$ cat src/design/lrc_pkg.sv
`timescale 1ns / 1ps
// ----------------------------------------------------------------------------
// lrc_pkg: shared types and constants of the LRU result cache
// Key layout, per-cell control word, field widths and codes.
// ----------------------------------------------------------------------------
package lrc_pkg;

    localparam int LRC_DEPTH     = 8;
    localparam int LRC_PAYLOAD_W = 64;

    localparam int LRC_KEY_W     = 32;
    localparam int LRC_VALUE_W   = 64;
    localparam int LRC_CAP_W     = 4;
    localparam int LRC_OCC_W     = 4;
    localparam int LRC_CNT_W     = 32;

    localparam int LRC_S_TDATA_W = 224;
    localparam int LRC_M_TDATA_W = 136;
    localparam int LRC_M_TUSER_W = 2;

    localparam logic [LRC_CAP_W-1:0] LRC_CAP_RESET = 4'd8;
    localparam logic [LRC_CNT_W-1:0] LRC_CNT_MAX   = 32'hFFFF_FFFF;

    // action codes
    localparam logic LRC_ACT_LOOKUP = 1'b0;
    localparam logic LRC_ACT_STORE  = 1'b1;

    // five key parts; stock sits in the lowest bits
    typedef struct packed {
        logic signed [LRC_KEY_W-1:0] delay;
        logic signed [LRC_KEY_W-1:0] lead;
        logic signed [LRC_KEY_W-1:0] reorder;
        logic signed [LRC_KEY_W-1:0] demand;
        logic signed [LRC_KEY_W-1:0] stock;
    } t_key;

    // per-cell control from the top level
    typedef struct packed {
        logic valid;  // cell holds a live entry
        logic shift;  // load from the left neighbor this cycle
    } t_cell_ctl;

endpackage

$ cat src/design/lrc_cell.sv
`timescale 1ns / 1ps
// ----------------------------------------------------------------------------
// lrc_cell: one recency rank of the LRU chain
// Holds a key and payload, compares the key, loads from its left neighbor.
// ----------------------------------------------------------------------------
module lrc_cell #(
    parameter int PAYLOAD_WIDTH = lrc_pkg::LRC_PAYLOAD_W
) (
    input  logic                     i_clk,
    input  lrc_pkg::t_cell_ctl       i_ctl,
    input  lrc_pkg::t_key            i_probe_key,
    input  lrc_pkg::t_key            i_left_key,
    input  logic [PAYLOAD_WIDTH-1:0] i_left_payload,
    output lrc_pkg::t_key            o_key,
    output logic [PAYLOAD_WIDTH-1:0] o_payload,
    output logic                     o_match
);

    lrc_pkg::t_key            r_key;
    logic [PAYLOAD_WIDTH-1:0] r_payload;

    // advance one rank when told to
    always_ff @(posedge i_clk) begin
        if (i_ctl.shift) begin
            r_key     <= i_left_key;
            r_payload <= i_left_payload;
        end
    end

    assign o_match   = i_ctl.valid && (r_key == i_probe_key);
    assign o_key     = r_key;
    assign o_payload = r_payload;

endmodule

$ cat src/design/lru_result_cache_unit.sv
`timescale 1ns / 1ps
// ----------------------------------------------------------------------------
// lru_result_cache_unit: fully associative LRU cache of result words
// A word's result sits in the output register in the cycle after accept.
// Throughput: one word per cycle; every cell compares in parallel and the
//   chain shifts in the accept cycle, so the output register alone can stall.
// Reset (synchronous, active low): occupancy, hit/miss counters and the
//   output valid clear, capacity returns to 8; no clearing pass is needed.
// ----------------------------------------------------------------------------
module lru_result_cache_unit #(
    parameter int DEPTH         = lrc_pkg::LRC_DEPTH,
    parameter int PAYLOAD_WIDTH = lrc_pkg::LRC_PAYLOAD_W
) (
    input  logic                               i_clk,
    input  logic                               i_rst_n,
    // configuration: capacity_limit
    input  logic                               i_cfg_valid,
    output logic                               o_cfg_ready,
    input  logic [lrc_pkg::LRC_CAP_W-1:0]      i_cfg_data,
    // input words
    input  logic                               i_s_tvalid,
    output logic                               o_s_tready,
    // stock_key, demand_key, reorder_key, lead_key, delay_key, store_value
    input  logic [lrc_pkg::LRC_S_TDATA_W-1:0]  i_s_tdata,
    // action
    input  logic                               i_s_tuser,
    // result words
    output logic                               o_m_tvalid,
    input  logic                               i_m_tready,
    // value_out, occupancy, hit_total, miss_total, zero pad
    output logic [lrc_pkg::LRC_M_TDATA_W-1:0]  o_m_tdata,
    // found, evicted
    output logic [lrc_pkg::LRC_M_TUSER_W-1:0]  o_m_tuser
);

    // The chain is kept in recency order: cell 0 is the most recent entry,
    // and live entries always form a prefix of r_count cells. A hit at rank h
    // rotates cells 0..h (hit entry to the front); an insert shifts the live
    // prefix down by one and drops the last entry when evicting.

    localparam int IDXW = $clog2(DEPTH);
    localparam int CW   = $clog2(DEPTH + 1);
    localparam int CMPW = (CW > lrc_pkg::LRC_CAP_W) ? CW : lrc_pkg::LRC_CAP_W;

    // ---- registers --------------------------------------------------------
    logic [lrc_pkg::LRC_CAP_W-1:0]   r_cap;
    logic [CW-1:0]                   r_count, n_count;
    logic [lrc_pkg::LRC_CNT_W-1:0]   r_hit_total, n_hit_total;
    logic [lrc_pkg::LRC_CNT_W-1:0]   r_miss_total, n_miss_total;
    logic                            r_out_valid;
    logic                            r_found;
    logic                            r_evicted;
    logic [lrc_pkg::LRC_VALUE_W-1:0] r_value;
    logic [lrc_pkg::LRC_OCC_W-1:0]   r_occ;

    // ---- input unpacking --------------------------------------------------
    logic                     w_accept;
    logic                     w_store;
    lrc_pkg::t_key            w_key;
    logic [PAYLOAD_WIDTH-1:0] w_store_value;

    assign o_s_tready    = !r_out_valid || i_m_tready;
    assign w_accept      = i_s_tvalid && o_s_tready;
    assign w_store       = (i_s_tuser == lrc_pkg::LRC_ACT_STORE);
    assign w_key         = i_s_tdata[5*lrc_pkg::LRC_KEY_W-1:0];
    assign w_store_value = i_s_tdata[5*lrc_pkg::LRC_KEY_W +: PAYLOAD_WIDTH];

    // ---- cell chain -------------------------------------------------------
    lrc_pkg::t_key            w_cell_key     [DEPTH];
    logic [PAYLOAD_WIDTH-1:0] w_cell_payload [DEPTH];
    logic [DEPTH-1:0]         w_match;
    lrc_pkg::t_cell_ctl       w_ctl          [DEPTH];
    logic [PAYLOAD_WIDTH-1:0] w_head_payload;
    logic [IDXW-1:0]          w_limit;
    logic                     w_shift_en;

    for (genvar j = 0; j < DEPTH; j++) begin : g_cell
        assign w_ctl[j].valid = (CW'(j) < r_count);
        assign w_ctl[j].shift = w_shift_en && (IDXW'(j) <= w_limit);

        if (j == 0) begin : g_head
            lrc_cell #(
                .PAYLOAD_WIDTH (PAYLOAD_WIDTH)
            ) u_cell (
                .i_clk          (i_clk),
                .i_ctl          (w_ctl[j]),
                .i_probe_key    (w_key),
                .i_left_key     (w_key),
                .i_left_payload (w_head_payload),
                .o_key          (w_cell_key[j]),
                .o_payload      (w_cell_payload[j]),
                .o_match        (w_match[j])
            );
        end else begin : g_body
            lrc_cell #(
                .PAYLOAD_WIDTH (PAYLOAD_WIDTH)
            ) u_cell (
                .i_clk          (i_clk),
                .i_ctl          (w_ctl[j]),
                .i_probe_key    (w_key),
                .i_left_key     (w_cell_key[j-1]),
                .i_left_payload (w_cell_payload[j-1]),
                .o_key          (w_cell_key[j]),
                .o_payload      (w_cell_payload[j]),
                .o_match        (w_match[j])
            );
        end
    end

    // ---- hit encode and payload select ------------------------------------
    // keys are unique in the chain, so at most one match bit is set and an
    // OR of the matching ranks and payloads is exact
    logic                     w_hit;
    logic [IDXW-1:0]          w_hit_idx;
    logic [PAYLOAD_WIDTH-1:0] w_hit_payload;

    always_comb begin
        w_hit_idx     = '0;
        w_hit_payload = '0;
        for (int j = 0; j < DEPTH; j++) begin
            if (w_match[j]) begin
                w_hit_idx     = w_hit_idx | IDXW'(j);
                w_hit_payload = w_hit_payload | w_cell_payload[j];
            end
        end
    end

    assign w_hit = |w_match;

    // front cell takes the probe key; on a lookup hit the stored payload
    // rides along, on a store the new payload
    assign w_head_payload = w_store ? w_store_value : w_hit_payload;

    // ---- capacity and eviction --------------------------------------------
    logic [CMPW-1:0] w_eff_cap;
    logic [CMPW-1:0] w_count_ext;
    logic            w_store_miss;
    logic            w_evict;

    always_comb begin
        w_eff_cap = CMPW'(r_cap);
        if (r_cap == '0) begin
            w_eff_cap = CMPW'(1);
        end else if (CMPW'(r_cap) > CMPW'(DEPTH)) begin
            w_eff_cap = CMPW'(DEPTH);
        end
    end

    assign w_count_ext  = CMPW'(r_count);
    assign w_store_miss = w_store && !w_hit;
    // a missing store at or above capacity drops the oldest (last live) cell
    assign w_evict      = w_store_miss && (w_count_ext >= w_eff_cap);

    // deepest cell that loads this cycle
    always_comb begin
        if (w_hit) begin
            w_limit = w_hit_idx;
        end else if (w_evict) begin
            w_limit = IDXW'(r_count - CW'(1));
        end else begin
            w_limit = IDXW'(r_count);
        end
    end

    assign w_shift_en = w_accept && (w_hit || w_store);

    // ---- occupancy and counters -------------------------------------------
    always_comb begin
        n_count      = r_count;
        n_hit_total  = r_hit_total;
        n_miss_total = r_miss_total;
        if (w_store_miss && !w_evict) begin
            n_count = r_count + CW'(1);
        end
        if (!w_store) begin
            if (w_hit) begin
                if (r_hit_total != lrc_pkg::LRC_CNT_MAX) begin
                    n_hit_total = r_hit_total + lrc_pkg::LRC_CNT_W'(1);
                end
            end else if (r_miss_total != lrc_pkg::LRC_CNT_MAX) begin
                n_miss_total = r_miss_total + lrc_pkg::LRC_CNT_W'(1);
            end
        end
    end

    logic [CMPW-1:0] w_next_count_ext;
    assign w_next_count_ext = CMPW'(n_count);

    // ---- state registers --------------------------------------------------
    always_ff @(posedge i_clk) begin
        if (!i_rst_n) begin
            r_cap        <= lrc_pkg::LRC_CAP_RESET;
            r_count      <= '0;
            r_hit_total  <= '0;
            r_miss_total <= '0;
        end else begin
            if (i_cfg_valid && o_cfg_ready) begin
                r_cap <= i_cfg_data;
            end
            if (w_accept) begin
                r_count      <= n_count;
                r_hit_total  <= n_hit_total;
                r_miss_total <= n_miss_total;
            end
        end
    end

    // ---- output register --------------------------------------------------
    always_ff @(posedge i_clk) begin
        if (!i_rst_n) begin
            r_out_valid <= 1'b0;
        end else if (w_accept) begin
            r_out_valid <= 1'b1;
        end else if (i_m_tready) begin
            r_out_valid <= 1'b0;
        end
    end

    // payload of the result: hold while stalled, load on accept
    always_ff @(posedge i_clk) begin
        if (w_accept) begin
            r_found   <= w_hit;
            r_evicted <= w_evict;
            r_value   <= (!w_store && w_hit) ?
                         lrc_pkg::LRC_VALUE_W'(w_hit_payload) : '0;
            r_occ     <= w_next_count_ext[lrc_pkg::LRC_OCC_W-1:0];
        end
    end

    assign o_cfg_ready = 1'b1;
    assign o_m_tvalid  = r_out_valid;
    // counters are shown as they stood after the word in the output register
    assign o_m_tdata   = {4'b0000, r_miss_total, r_hit_total, r_occ, r_value};
    assign o_m_tuser   = {r_evicted, r_found};

    // ---- assertions -------------------------------------------------------
    a_match_unique: assert property (@(posedge i_clk) disable iff (!i_rst_n)
        $onehot0(w_match))
        else $error("more than one cell matched the key");

    a_count_bound: assert property (@(posedge i_clk) disable iff (!i_rst_n)
        CMPW'(r_count) <= CMPW'(DEPTH))
        else $error("occupancy above depth");

    a_insert_grows: assert property (@(posedge i_clk) disable iff (!i_rst_n)
        (w_accept && w_store_miss && !w_evict) |=> (r_count == $past(r_count) + CW'(1)))
        else $error("insert without eviction did not add an entry");

    a_evict_only_store_miss: assert property (@(posedge i_clk) disable iff (!i_rst_n)
        o_m_tvalid |-> !(o_m_tuser[0] && o_m_tuser[1]))
        else $error("result flags both found and evicted");

endmodule
$ cat config.mk
export PLATFORM = sky130hd
export DESIGN_NAME = lru_result_cache_unit
export DESIGN_NICKNAME = d
export VERILOG_FILES = /design/src/design/lrc_pkg.sv /design/src/design/lrc_cell.sv /design/src/design/lru_result_cache_unit.sv
export SDC_FILE = /design/constraint.sdc
export NUM_CORES = 2
export LEC_CHECK = 0
export ABC_AREA = 1
export BUFFER_PORTS_ARGS = -buffer_cell sky130_fd_sc_hd__buf_2
export CAP_MARGIN = 20
export CORE_MARGIN = 2
export CORE_UTILIZATION = 50
export DETAILED_ROUTE_END_ITERATION = 10
export GPL_TIMING_DRIVEN = 0
export PLACE_DENSITY = 0.75
export SLEW_MARGIN = 25
export SYNTH_ARGS = -nofsm -noshare
export SYNTH_HDL_FRONTEND = slang
export SYNTH_HIERARCHICAL = 1
export SYNTH_SLANG_ARGS = --single-unit
$ cat constraint.sdc
create_clock -name i_clk -period 37.9 [get_ports i_clk]
set_input_delay 1.895 -clock i_clk [delete_from_list [all_inputs] [get_ports i_clk]]
set_output_delay 1.895 -clock i_clk [all_outputs]
set_load 0.03 [all_outputs]
==> flow_summary.ini <==
[clocking]
cts_max_level = 4
numCtsBuffers = 199
postCtsSetupBuffers = 0
path_clk_slew_ns = 0.06
insertion_delay_ns = 0.86
cts_tree = yes
cts_sinks = 1935
cts_buffer_depth = 3
ctsHoldBuffers = 0
cts_repair_resize_count = 0
clock-root-buffer = clkbuf_16

[pwr]
p_per_area_mw_per_mm2 = 47.8
finalPower_mw = 4.88
clockPowerShare_pct = 40.0
switching_share_pct = 24.8
combPwrFrac_pct = 8.1
p_switching_mw = 1.21
p_seq_share_pct = 51.9
ir_drop_uv = 47.6
intPower_mw = 3.67
p_leak_nw = 45.1

[yosys]
syn_inst = 9233
netlist_area_mm2 = 0.0890
yosysTopAreaCellShare_pct = 62.8
async_reset_ff_share_pct = 0
synth_common_cells = nand2_1 (3283), inv_1 (2048), edfxtp_1 (1862)
synth_seq_cells = 1935
synth_flop_cell = edfxtp_1
synth_edf_count = 1862
synth.avg_cell_area_um2 = 9.64
yosys-top-cells-area = edfxtp_1 (63%), nand2_1 (14%), inv_1 (8.6%)
synth.distinct_cells = 39
yosys.cell_count.top_type = nand2_1
yosys_warnings = 6
synth-seq-area-share_pct = 64.5
yosysTopAreaCell = edfxtp_1

[grt]
gr-usage-all-layers_pct = 28.4
antenna_found_initial = 56
grt_pass1_vias = 61700
grt_first_pass_wirelength_mm = 380
gr-total-overflow = 0
grt_max_degree = 73

[worst_setup_path]
reg2reg_to = g_cell[5].g_body.u_cell/o_key[101]$_DFFE_PP_
reg2reg_depth = 29
crit_path_end_kind = flip-flop
critPathMaxFanout = 71
r2r_slack_ns = 30.88
critPathMaxStageDelay_ns = 0.58
crit_arrival_ns = 8.54
r2r_start = g_cell[7].g_body.u_cell/o_key[25]$_DFFE_PP_
cp_slowest_cell = a21oi_4
critical_path_required_ns = 38.44
crit_top_cell = buf_16
start_kind = input pin
crit_type = in2reg

[timing]
worst_pin_slew_ns = 1.06
finalSetupViolations = 0
maxSlewHeadroom_pct = 29.1
finClkSkew_ns = 0.0557
rsz0062_at_grt = false
tns_ns = 0
fin_hold_ws_ns = 0.436
hold_violations = 0
max_clock_freq_mhz = 125
finalCritPeriodShare_pct = 21.1
min_period_ns = 8.00
slew_viol_final = 0
setup_slack_ns = 29.90

[placement]
dp_worst_setup_slack_ns = 29.19
dp_hpwl_mm = 195
place_area_mm2 = 0.0955
finalWeightedCongestion = 1.06
io_buffers = 368

[worst_hold_path]
holdPathEnd = g_cell[7].g_body.u_cell/o_key[115]$_DFFE_PP_
hp-class = reg2reg
hold_depth = 0
hp-start = g_cell[6].g_body.u_cell/o_key[115]$_DFFE_PP_

[die]
ios = 375
die_h_um = 426
die_area_mm2 = 0.181
core-area_mm2 = 0.176
start_util_pct = 50.4
die_w_um = 426
rows = 154

[final_layout]
layout-drive-gt1-share_pct = 8.74
area_growth_pct = 14.6
nNetsFinal = 10100
seqCellArea_mm2 = 0.0574
nFillCells = 14800
design_area_mm2 = 0.102
multi_input_comb_area_mm2 = 0.0235

[drt]
wl_per_cell_um = 21.2
met3_length_mm = 27.0
drt-met1-wl_mm = 101
viasPerCell = 5.26
dr_wl_met2_mm = 124
maxUsedRoutingLayer = met5
drt_iter0_drc = 8408
vias = 65300
wl_mm = 264
firstDrtPassIters = 7
ant_nets = 0
drc = 0

[job]
max_cap_violations = 0

[status]
status = completed
-- placed cells by master, fill, tap and decap left out, drive strengths merged --
cell type	instances
nand4	196
nand2	3311
ha	8
diode	38
buf	490
nand3	89
o22ai	32
clkbuf	282
o211ai	8
xor2	95
a22o	12
a221oi	78
edfxtp	1862
a21oi	83
or2	40
o21ai	284
nor3	50
o2111ai	8
nor3b	8
nor2	556
conb	5
a21o	2
xnor2	276
bufinv	16
clkinvlp	7
nand3b	10
dfxtp	73
clkinv	98
inv	2066
-- metrics by stage --
step / std cells / util, %
after floorplan: 9236 / -
after global placement: 11900 / 53.1
after detailed placement: 12000 / 54.1
after CTS: 12400 / 57.7
after global routing: 12400 / 57.8
final: 12400 / 57.8
-- layer usage --
metal / track usage [%] / up-vias
met5: 0 / -
met4: 12.3 / 6
met3: 5.58 / 518
met2: 46.0 / 3377
met1: 37.3 / 31100
li1: - / 30400
-- worst max path at each step --
stage / start / to / slack [ns] / cells after the start
final: i_s_tdata[17] / g_cell[5].g_body.u_cell/o_key[101]$_DFFE_PP_ / 29.90 / 30
after global routing: i_s_tdata[121] / g_cell[5].g_body.u_cell/o_key[64]$_DFFE_PP_ / 29.64 / 30
after CTS: i_s_tdata[85] / g_cell[5].g_body.u_cell/o_key[120]$_DFFE_PP_ / 30.08 / 30
after detailed placement: i_s_tdata[17] / g_cell[5].g_body.u_cell/o_key[60]$_DFFE_PP_ / 29.19 / 30
after global placement: i_s_tdata[85] / g_cell[5].g_body.u_cell/o_key[60]$_DFFE_PP_ / 3.22 / 19
after floorplan: i_m_tready / g_cell[5].g_body.u_cell/o_key[0]$_DFFE_PP_ / 17.54 / 9
-- power by group through the flow --
stage,combinational [mW],clock (mW),sequential (mW)
after floorplan,0.200,0,2.59
after global routing,0.432,2.06,2.54
after global placement,0.354,0,2.63
after detailed placement,0.389,0,2.57
after CTS,0.393,1.97,2.53
final,0.396,1.95,2.53
-- sequential cells by signal, summed over array words and instances (netlist names), 4 cells and up --
name and flops:
g_cell.g_body.u_cell/o_payload 448, r_value 64, r_miss_total 32, g_cell.g_body.u_cell/o_key 1120, r_count 4, g_cell.g_head.u_cell/o_key 160, g_cell.g_head.u_cell/o_payload 64, r_cap 4
r_occ 4, r_hit_total 32
-- area by class of cell --
| class | instances | share of cell area [%] |
|---|---|---|
| sequential | 1935 | 56.2 |
| multi-input combinational | 5151 | 23.0 |
| inverter | 2055 | 7.59 |
| timing repair buffer | 437 | 3.45 |
| buffer | 95 | 0.449 |
| clock buffer | 240 | 5.04 |
| tap | 2340 | 2.87 |
| antenna | 38 | 0.0932 |
| clock inverter | 132 | 1.23 |
-- worst max-delay path, delay by kind of cell --
family,cells,cell delay [ns]
AO/OA/AOI/OAI,2,0.76
buffers and inverters,14,2.84
AND/OR/NAND/NOR,14,2.92
-- cell families (layout without fill, tap and decap cells) --
group           after synthesis  after routing  share of synthesized area (%)
other cells                   2             43                        0.00844
xor+xnor                    371            371                           3.65
simple gates               4260           4260                           19.1
compound gates              507            507                           3.42
buf+inv                    2150           2959                           9.19
fa+ha+maj                     8              8                          0.112
flops                      1935           1935                           64.5
No activity file was read; power rests on OpenSTA's default activity.
